===== config.mk =====
export PLATFORM = sky130hd
export DESIGN_NAME = subsequence_occurrence_counter_top
export DESIGN_NICKNAME = d
export VERILOG_FILES = /design/src/hdl/soc_pkg.sv /design/src/hdl/soc_match.sv /design/src/hdl/soc_result.sv /design/src/hdl/subsequence_occurrence_counter_top.sv
export SDC_FILE = /design/constraint.sdc
export NUM_CORES = 2
export LEC_CHECK = 0
export BUFFER_PORTS_ARGS = -buffer_cell sky130_fd_sc_hd__buf_2
export CAP_MARGIN = 20
export CORE_ASPECT_RATIO = 0.8
export CORE_MARGIN = 2
export CORE_UTILIZATION = 40
export DETAILED_ROUTE_END_ITERATION = 16
export SYNTH_ARGS = -nofsm -noshare
export SYNTH_HDL_FRONTEND = slang
export SYNTH_SLANG_ARGS = --single-unit

===== constraint.sdc =====
create_clock -name clk -period 5 [get_ports clk]
set_input_delay 0.75 -clock clk [delete_from_list [all_inputs] [get_ports clk]]
set_output_delay 0.75 -clock clk [all_outputs]
set_load 0.02 [all_outputs]

===== src/hdl/soc_pkg.sv =====
`default_nettype none

package soc_pkg;

	localparam int MAX_PATTERN_DEF = 64;

	localparam logic REQ_PATTERN = 1'b0;
	localparam logic REQ_TEXT    = 1'b1;

	localparam logic [15:0] COUNT_MAX = 16'hFFFF;

	typedef struct packed {
		logic               req_type;
		logic signed [31:0] element_value;
		logic               last_element;
	} soc_item_t;

	typedef struct packed {
		logic fire;
		logic restart;
		logic text;
		logic last;
		logic hit;
	} soc_evt_t;

endpackage

`default_nettype wire


===== src/hdl/soc_match.sv =====
`default_nettype none

module soc_match #(
	parameter int MAX_PATTERN = soc_pkg::MAX_PATTERN_DEF
) (
	input  wire logic              clk,
	input  wire logic              arst_n,
	input  wire soc_pkg::soc_item_t item,
	input  wire logic              fire,
	output soc_pkg::soc_evt_t      evt
);
	import soc_pkg::*;

	localparam int IDX_W = (MAX_PATTERN > 1) ? $clog2(MAX_PATTERN) : 1;
	localparam int LEN_W = $clog2(MAX_PATTERN + 1);
	localparam logic [LEN_W-1:0] LEN_MAX = LEN_W'(MAX_PATTERN);

	logic [31:0]            pat_q [MAX_PATTERN];
	logic [LEN_W-1:0]       len_q;
	logic                   closed_q;
	logic [MAX_PATTERN-1:0] prefix_q;
	logic [MAX_PATTERN-1:0] prefix_next;
	logic [MAX_PATTERN-1:0] eq;
	logic [LEN_W-1:0]       base_len;
	logic                   has_room;
	logic                   is_text;
	logic [IDX_W-1:0]       sel_idx;
	logic                   hit;

	assign is_text  = (item.req_type == REQ_TEXT);
	assign base_len = closed_q ? '0 : len_q;
	assign has_room = (base_len < LEN_MAX);
	assign sel_idx  = IDX_W'(len_q - LEN_W'(1));

	// bit j: text ending at this word matches pattern words 0..j
	for (genvar j = 0; j < MAX_PATTERN; j++) begin : g_cmp
		assign eq[j] = (item.element_value == pat_q[j]);
		if (j == 0) begin : g_first
			assign prefix_next[j] = eq[j];
		end else begin : g_rest
			assign prefix_next[j] = prefix_q[j-1] & eq[j];
		end
	end

	assign hit = (len_q != '0) && prefix_next[sel_idx];

	always_comb begin
		evt.fire    = fire;
		evt.restart = !is_text && closed_q;
		evt.text    = is_text;
		evt.last    = item.last_element;
		evt.hit     = hit;
	end

	always_ff @(posedge clk) begin
		if (fire && !is_text && has_room) begin
			pat_q[base_len[IDX_W-1:0]] <= item.element_value;
		end
	end

	always_ff @(posedge clk or negedge arst_n) begin
		if (!arst_n) begin
			len_q    <= '0;
			closed_q <= 1'b0;
			prefix_q <= '0;
		end else if (fire) begin
			if (is_text) begin
				closed_q <= 1'b1;
				prefix_q <= item.last_element ? '0 : prefix_next;
			end else begin
				closed_q <= item.last_element;
				prefix_q <= '0;
				len_q    <= has_room ? base_len + LEN_W'(1) : base_len;
			end
		end
	end

endmodule

`default_nettype wire


===== src/hdl/soc_result.sv =====
`default_nettype none

module soc_result (
	input  wire logic             clk,
	input  wire logic             arst_n,
	input  wire soc_pkg::soc_evt_t evt,
	input  wire logic             out_ready,
	output logic                  out_valid,
	output logic [15:0]           match_count
);
	import soc_pkg::*;

	logic [15:0] count_q;
	logic [15:0] count_inc;
	logic        emit;
	logic        out_valid_q;
	logic [15:0] match_count_q;

	assign count_inc = (evt.hit && count_q != COUNT_MAX) ? count_q + 16'd1 : count_q;
	assign emit      = evt.fire && evt.text && evt.last;

	always_ff @(posedge clk or negedge arst_n) begin
		if (!arst_n) begin
			count_q     <= '0;
			out_valid_q <= 1'b0;
		end else begin
			if (evt.fire) begin
				if (evt.text) begin
					count_q <= evt.last ? '0 : count_inc;
				end else if (evt.restart) begin
					count_q <= '0;
				end
			end
			if (emit) begin
				out_valid_q <= 1'b1;
			end else if (out_ready) begin
				out_valid_q <= 1'b0;
			end
		end
	end

	always_ff @(posedge clk) begin
		if (emit) begin
			match_count_q <= count_inc;
		end
	end

	assign out_valid   = out_valid_q;
	assign match_count = match_count_q;

endmodule

`default_nettype wire


===== src/hdl/subsequence_occurrence_counter_top.sv =====
// Counts overlapping occurrences of a loaded pattern of 32-bit words in a streamed text.
// Send pattern words (req_type 0, up to MAX_PATTERN kept, last_element closes the pattern),
// then text words (req_type 1); the text beat with last_element set returns one
// match_count beat, saturating at 65535. A pattern beat after a finished or partial text
// starts a new pattern. One beat is taken every clock cycle; out_valid rises once its last text
// beat has gone through the input register and the output register, and input stalls only while
// a finished count waits in the output register and out_ready is low.
`default_nettype none

module subsequence_occurrence_counter_top #(
	parameter int MAX_PATTERN = soc_pkg::MAX_PATTERN_DEF
) (
	input  wire logic               clk,
	input  wire logic               arst_n,
	input  wire logic               in_valid,
	output logic                    in_ready,
	input  wire logic               req_type,
	input  wire logic signed [31:0] element_value,
	input  wire logic               last_element,
	output logic                    out_valid,
	input  wire logic               out_ready,
	output logic [15:0]             match_count
);
	import soc_pkg::*;

	soc_item_t item_s1;
	logic      valid_s1;
	logic      advance;
	logic      emits;
	soc_evt_t  evt;

	assign emits    = (item_s1.req_type == REQ_TEXT) && item_s1.last_element;
	assign advance  = valid_s1 && (!emits || !out_valid || out_ready);
	assign in_ready = !valid_s1 || advance;

	always_ff @(posedge clk or negedge arst_n) begin
		if (!arst_n) begin
			valid_s1 <= 1'b0;
		end else if (in_valid && in_ready) begin
			valid_s1 <= 1'b1;
		end else if (advance) begin
			valid_s1 <= 1'b0;
		end
	end

	always_ff @(posedge clk) begin
		if (in_valid && in_ready) begin
			item_s1.req_type      <= req_type;
			item_s1.element_value <= element_value;
			item_s1.last_element  <= last_element;
		end
	end

	soc_match #(
		.MAX_PATTERN(MAX_PATTERN)
	) u_match (
		.clk    (clk),
		.arst_n (arst_n),
		.item   (item_s1),
		.fire   (advance),
		.evt    (evt)
	);

	soc_result u_result (
		.clk         (clk),
		.arst_n      (arst_n),
		.evt         (evt),
		.out_ready   (out_ready),
		.out_valid   (out_valid),
		.match_count (match_count)
	);

endmodule

`default_nettype wire


==> Word level (Yosys, flattened, before mapping) <==
Memory sizes are Yosys's and may differ from the RTL's.
Index checks and enable logic that the tools add are counted.
{ "op_classes": {"n_bitwise": 64, "magnitude_cmp": 2, "reduce_logical": 23, "n_mux": 17, "eq_ne": 65, "add_sub_neg": 3} }
{ "op_table": {"columns": ["cell", "count"], "rows": [
  ["32-bit equality test", 64],
  ["63-bit 2-to-1 mux", 2],
  ["16-bit 2-to-1 mux", 4],
  ["1-bit AND", 63],
  ["16-bit by 1-bit adder with 16-bit output, second input constant", 1],
  ["16-bit inequality test, second input constant", 1],
  ["7-bit 2-to-1 mux", 2],
  ["1-bit logical AND", 10],
  ["1-bit 2-to-1 mux", 8],
  ["7-bit by 1-bit adder with 7-bit output, second input constant", 1],
  ["6-bit by 7-bit less-than comparator with 1-bit output, second input constant", 1],
  ["7-bit less-than comparator, second input constant", 1],
  ["7-bit nonzero test", 1],
  ["1-bit binary-select mux with 6-bit select", 1],
  ["2-bit nonzero test", 3],
  ["6-bit by 1-bit subtractor with 6-bit output, second input constant", 1],
  ["1-bit logical NOT", 4],
  ["2-bit AND reduction", 2],
  ["1-bit logical OR", 3],
  ["1-bit NOT", 1]
]} }
{ "totals": {"reg_bits": 139, "mem_count": 1, "ramBits": 2048, "wordCells": 185, "in_bits": 38} }
{ "memory_table": {"columns": ["memory", "words", "width", "read_ports", "rd_ports_with_merged_regs", "wr", "line", "source"], "rows": [
  ["u_match.pat_q", 64, 32, 64, 0, 1, "soc_match.sv:18", "logic [31:0] pat_q [MAX_PATTERN];"]
]} }

==> Logic depth before layout (Yosys ltp) <==
An unclocked memory read counts as a cell.
{ "depth": {"word_depth": 10, "mapped_depth": 17, "depth_no_buf": 12} }

==> Modules after synthesis <==
Synthesis repeated with hierarchy kept, for this count alone.
{ "hier_totals": {"hier_cells": 5743, "area_unflattened_um2": 91994.5} }
{ "modules_own_cells": {"columns": ["mod", "seq_area_each_um2", "cells_per_inst", "area_each_um2", "n_inst"], "rows": [
  ["soc_match", 63275.7, 5538, 89168.0, 1],
  ["soc_result", 905.9, 165, 1741.7, 1],
  ["subsequence_occurrence_counter_top", 1046.0, 40, 1084.8, 1]
]} }

==> Least setup slack after synthesis <==
OpenSTA, ideal clock, no wires.
{ "synth_path": {"path_kind": "flip-flop to flip-flop", "startpoint": "reg item_s1[25] (netlist name)", "endpoint": "reg u_result.match_count_q[5], in the netlist u_result.match_count[5], data pin", "t_required_ps": 4736, "arrival_time_ps": 3726, "path_stages_with_launch": 16, "setup_slack_ps": 1010, "setup_time_ps": 264, "synth_period_minus_slack_ps": 3990, "cell_sequence": "edfxtp_1 buf_4 buf_2 buf_2 xnor2_1 nand4_1 nor4_1 a41oi_1 a311oi_1 nor3_1 a211oi_2 o221a_2 buf_4 buf_4 nand2_1 xnor2_1"} }
{ "synth_via": {"elab_chain_cells": 7, "elab_cells_between_ends": 132} }
{ "synth_rtl": {"columns": ["element", "line", "source"], "rows": [
  ["start, declared", "subsequence_occurrence_counter_top.sv:26", "soc_item_t item_s1;"],
  ["32-bit equality test", "soc_match.sv:37", "assign eq[j] = (item.element_value == pat_q[j]);"],
  ["1-bit AND", "soc_match.sv:41", "assign prefix_next[j] = prefix_q[j-1] & eq[j];"],
  ["1-bit binary-select mux with 6-bit select (*)", "soc_match.sv:45", "assign hit = (len_q != '0) && prefix_next[sel_idx];"],
  ["1-bit 2-to-1 mux (implied by the code) (*)", "soc_match.sv:45", null],
  ["1-bit logical AND (*)", "soc_match.sv:45", null],
  ["1-bit logical AND (*)", "soc_result.sv:19", "assign count_inc = (evt.hit && count_q != COUNT_MAX) ? count_q + 16'd1 : count_q;"],
  ["16-bit 2-to-1 mux (*)", "soc_result.sv:19", null],
  ["named net u_result.count_inc[5]", "soc_result.sv:14", "logic [15:0] count_inc;"],
  ["end signal, assigned", "soc_result.sv:44", "match_count_q <= count_inc;"],
  ["end, declared", "soc_result.sv:17", "logic [15:0] match_count_q;"]
]} }
Mark *: on every way through the listed nets, which the timed path passes. The rest lies on a longest branch. The select of a mux whose other input is x is not followed.
A chain may end at the register's enable or synchronous reset.

==> Worst setup path in the final report <==
{ "layout_path": {"startpoint": "reg item_s1[28] (netlist name)", "endpoint": "reg u_result.match_count_q[11], in the netlist u_result.match_count[11], data pin"} }
The elaborated chain is that of the path after synthesis.

==> results_dict.tcl <==
set metrics [dict create \
    finalHoldViolCount 20 \
    wl_per_cell_um 26.7 \
    fp.dieH_um 433 \
    io_pins 56 \
    hold_path_class "in2async" \
    fin_nets 6257 \
    vias 50662 \
    drc_errors 0 \
    gp_congestion 0.851 \
    synth_cells 5786 \
    fillers 19667 \
    path_class "reg2reg" \
    synth-edff-count 2098 \
    final_cell_area_um2 106000 \
    netlist.top_cell.by_area "edfxtp_1" \
    startpoint_type "flip-flop" \
    firstDrtPassIters 6 \
    wl_mm 252 \
    cap_viol_max_count 0 \
    coreArea_um2 229000 \
    rsz0062_at_grt "false" \
    path_cells "buf_12, inv_1, a221o_1, nor4_1, nand4_1, a21oi_1, o21ai_0, a22oi_1, buf_4, o22ai_2, buf_12, nor4_4, xor2_1" \
    async_flop_share 0.0407 \
    cts_resized 0 \
    htreeDepth 4 \
    clockBufferDepth 4 \
    yosysSeqAreaShare 0.707 \
    synth_ff_type "edfxtp_1" \
    holdWs_ns -0.0222 \
    syn_to_final_growth_pct 14.8 \
    clkLatencyLatePin_ns 0.88 \
    synth_area_leaders "edfxtp_1 (68%), xnor2_1 (9.8%), xor2_1 (9.4%)" \
    syn_area_per_cell_um2 15.9 \
    syn_area_um2 92200 \
    p_leak_nw 34.1 \
    numCtsBuffers 215 \
    setup_viol_count_final 0 \
    rows 157 \
    cts-root-buf "clkbuf_16" \
    path_max_fanout 50 \
    tightest_slew_ns 1.15 \
    skew_ns 0.0541 \
    fin_util 0.462 \
    grt_start_max_net_pins 68 \
    synth_common_cells "edfxtp_1 (2098), xnor2_1 (1037), xor2_1 (992)" \
    cp_slowest_cell "edfxtp_1" \
    drive_above_1_share 0.133 \
    cp-end-kind "flip-flop" \
    crit_arrival_ns 5.26 \
    place_area_um2 99100 \
    antenna_found_initial 16 \
    cp.required_ns 5.59 \
    grt_usage 0.212 \
    clk_pin_slew_ns 0.06 \
    cts_hold_buf 0 \
    grt-ovfl-total 0 \
    max_freq_ghz 0.214 \
    ys_ff_latch 2187 \
    vdd_drop_max_mv 0.289 \
    via_per_inst 5.39 \
    synth_most_common_cell "edfxtp_1" \
    grt_pass1_wl_mm 361 \
    powerDensity_nw_per_um2 365 \
    cts_setup_buffers 0 \
    die_x_um 541 \
    period_minus_slack_ns 4.67 \
    ant_nets 0 \
    dieArea_um2 234000 \
    drv_slew 0 \
    status "finished, violations left" \
    synth.lib_cells_used.distinct 70 \
    critPathMostFrequentCell "buf_12" \
    drtIter0Drc 6289 \
    finalNonFillerCells 9406 \
    start_util 0.403 \
    synth_nets 5828 \
    cts.sinks 2187 \
    min_period_over_period 0.934 \
    grt_pass1_vias 48791 \
    yosys_warnings 0 \
    synth_top_area_frac 0.683 \
    io_buffers 55 \
    critPathMaxStageDelay_ns 0.56 \
    dp.cells 9019 \
    hpwl_mm 155 \
    tns_ns 0 \
    max_slew_margin 0.232 \
    cts_tree "yes" \
    violations "hold timing" \
]
-- critical path, delay by kind of cell, from the launching register on --
kind / cells / cell delay, ns
compound gates: 5 / 1.45
simple gates: 3 / 1.34
buf+inv: 4 / 0.91
flops: 1 / 0.56
xor+xnor: 1 / 0.10
-- flip-flops by register name, indices dropped and copies added (netlist names) --
signal,cells
item_s1,34
u_result.count_q,16
valid_s1,1
u_match.len_q,7
u_result.match_count,16
u_match.pat_q,2048
u_match.closed_q,1
u_match.prefix_q,63
u_result.out_valid,1
-- power by group --
part	internal, mW	switching [mW]
clock network	8.99	6.89
logic	0.890	1.70
registers	20.1	0.0596
-- final timing paths --
path / depth (start not counted) / slack [ns] / endpoint / from
setup / recovery: 13 / 0.33 / u_result.match_count[11] / item_s1[28]
hold / removal: 1 / -0.02 / u_result.out_valid / arst_n
setup reg to reg: 13 / 0.33 / u_result.match_count[11] / item_s1[28]
hold reg to reg: 2 / 0.48 / u_match.prefix_q[12] / u_match.prefix_q[12]
max in group asynchronous: 2 / 3.79 / u_match.prefix_q[20] / arst_n
min in group clk: 1 / 0.05 / item_s1[13] / element_value[12]
-- cell families after synthesis --
logic type / synth area share
flops: 0.707
xor+xnor: 0.193
simple gates: 0.0646
buf+inv: 0.0199
compound gates: 0.0136
mux: 0.00138
fa+ha+maj: 0.000543
-- layer usage --
metal | global-route usage | part of all wire
met5 | 0 | 0.000048
met4 | 0.0427 | 0.019
met2 | 0.315 | 0.44
met3 | 0.0317 | 0.074
met1 | 0.328 | 0.47
-- area by class of cell --
| cell class | count | area (um2) | share of cell area |
|---|---|---|---|
| Antenna cell | 2 | 5.00 | 0.0000473 |
| Clock buffer | 304 | 5970 | 0.0564 |
| Clock inverter | 81 | 768 | 0.00726 |
| Inverter | 31 | 116 | 0.00110 |
| Multi-Input combinational cell | 3302 | 25300 | 0.239 |
| Sequential cell | 2187 | 65200 | 0.616 |
| Tap cell | 3021 | 3780 | 0.0357 |
| Timing Repair Buffer | 478 | 4670 | 0.0441 |
-- cells in the final DEF (no fill, tap or decap), types with 4 or more instances in the layout --
master        n
clkbuf_16   217
and4_1        4
nor4_1      276
and2_1        4
nand3_1     125
a21oi_1      14
buf_2        55
clkinv_1     32
o22ai_1       7
nor2b_1       7
nor2_2       65
o21ai_0      72
a22oi_1       4
buf_4       325
a221o_1       5
inv_1        31
o211ai_1      7
bufinv_16    14
mux2_2        4
xnor2_1    1037
a22o_1       20
nand4_1     273
nand2_1     122
edfxtp_1   2098
nor3_1       74
or4_1         4
nand2b_1     17
clkbuf_1     66
nand4b_1      5
ha_1          4
clkbuf_8     21
and3_1       33
dfrtp_1      89
buf_12       97
xor2_1      992
or3_1        12
o221ai_1      5
clkinv_2     28
nor2_1       42
mux2i_1       6
-- through the flow --
stage / hold slack [ns] / setup slack [ns] / total power [mW]
2_1_floorplan: 0.442 / 1.01 / 22.0
3_3_place_gp: 0.461 / 0.312 / 23.1
3_5_place_dp: 0.474 / 0.343 / 23.2
4_1_cts: 0.00271 / 0.302 / 38.9
5_1_grt: 0.0189 / 0.189 / 39.7
6_report: -0.0222 / 0.332 / 38.7
No activity file was read; power rests on OpenSTA's default activity.
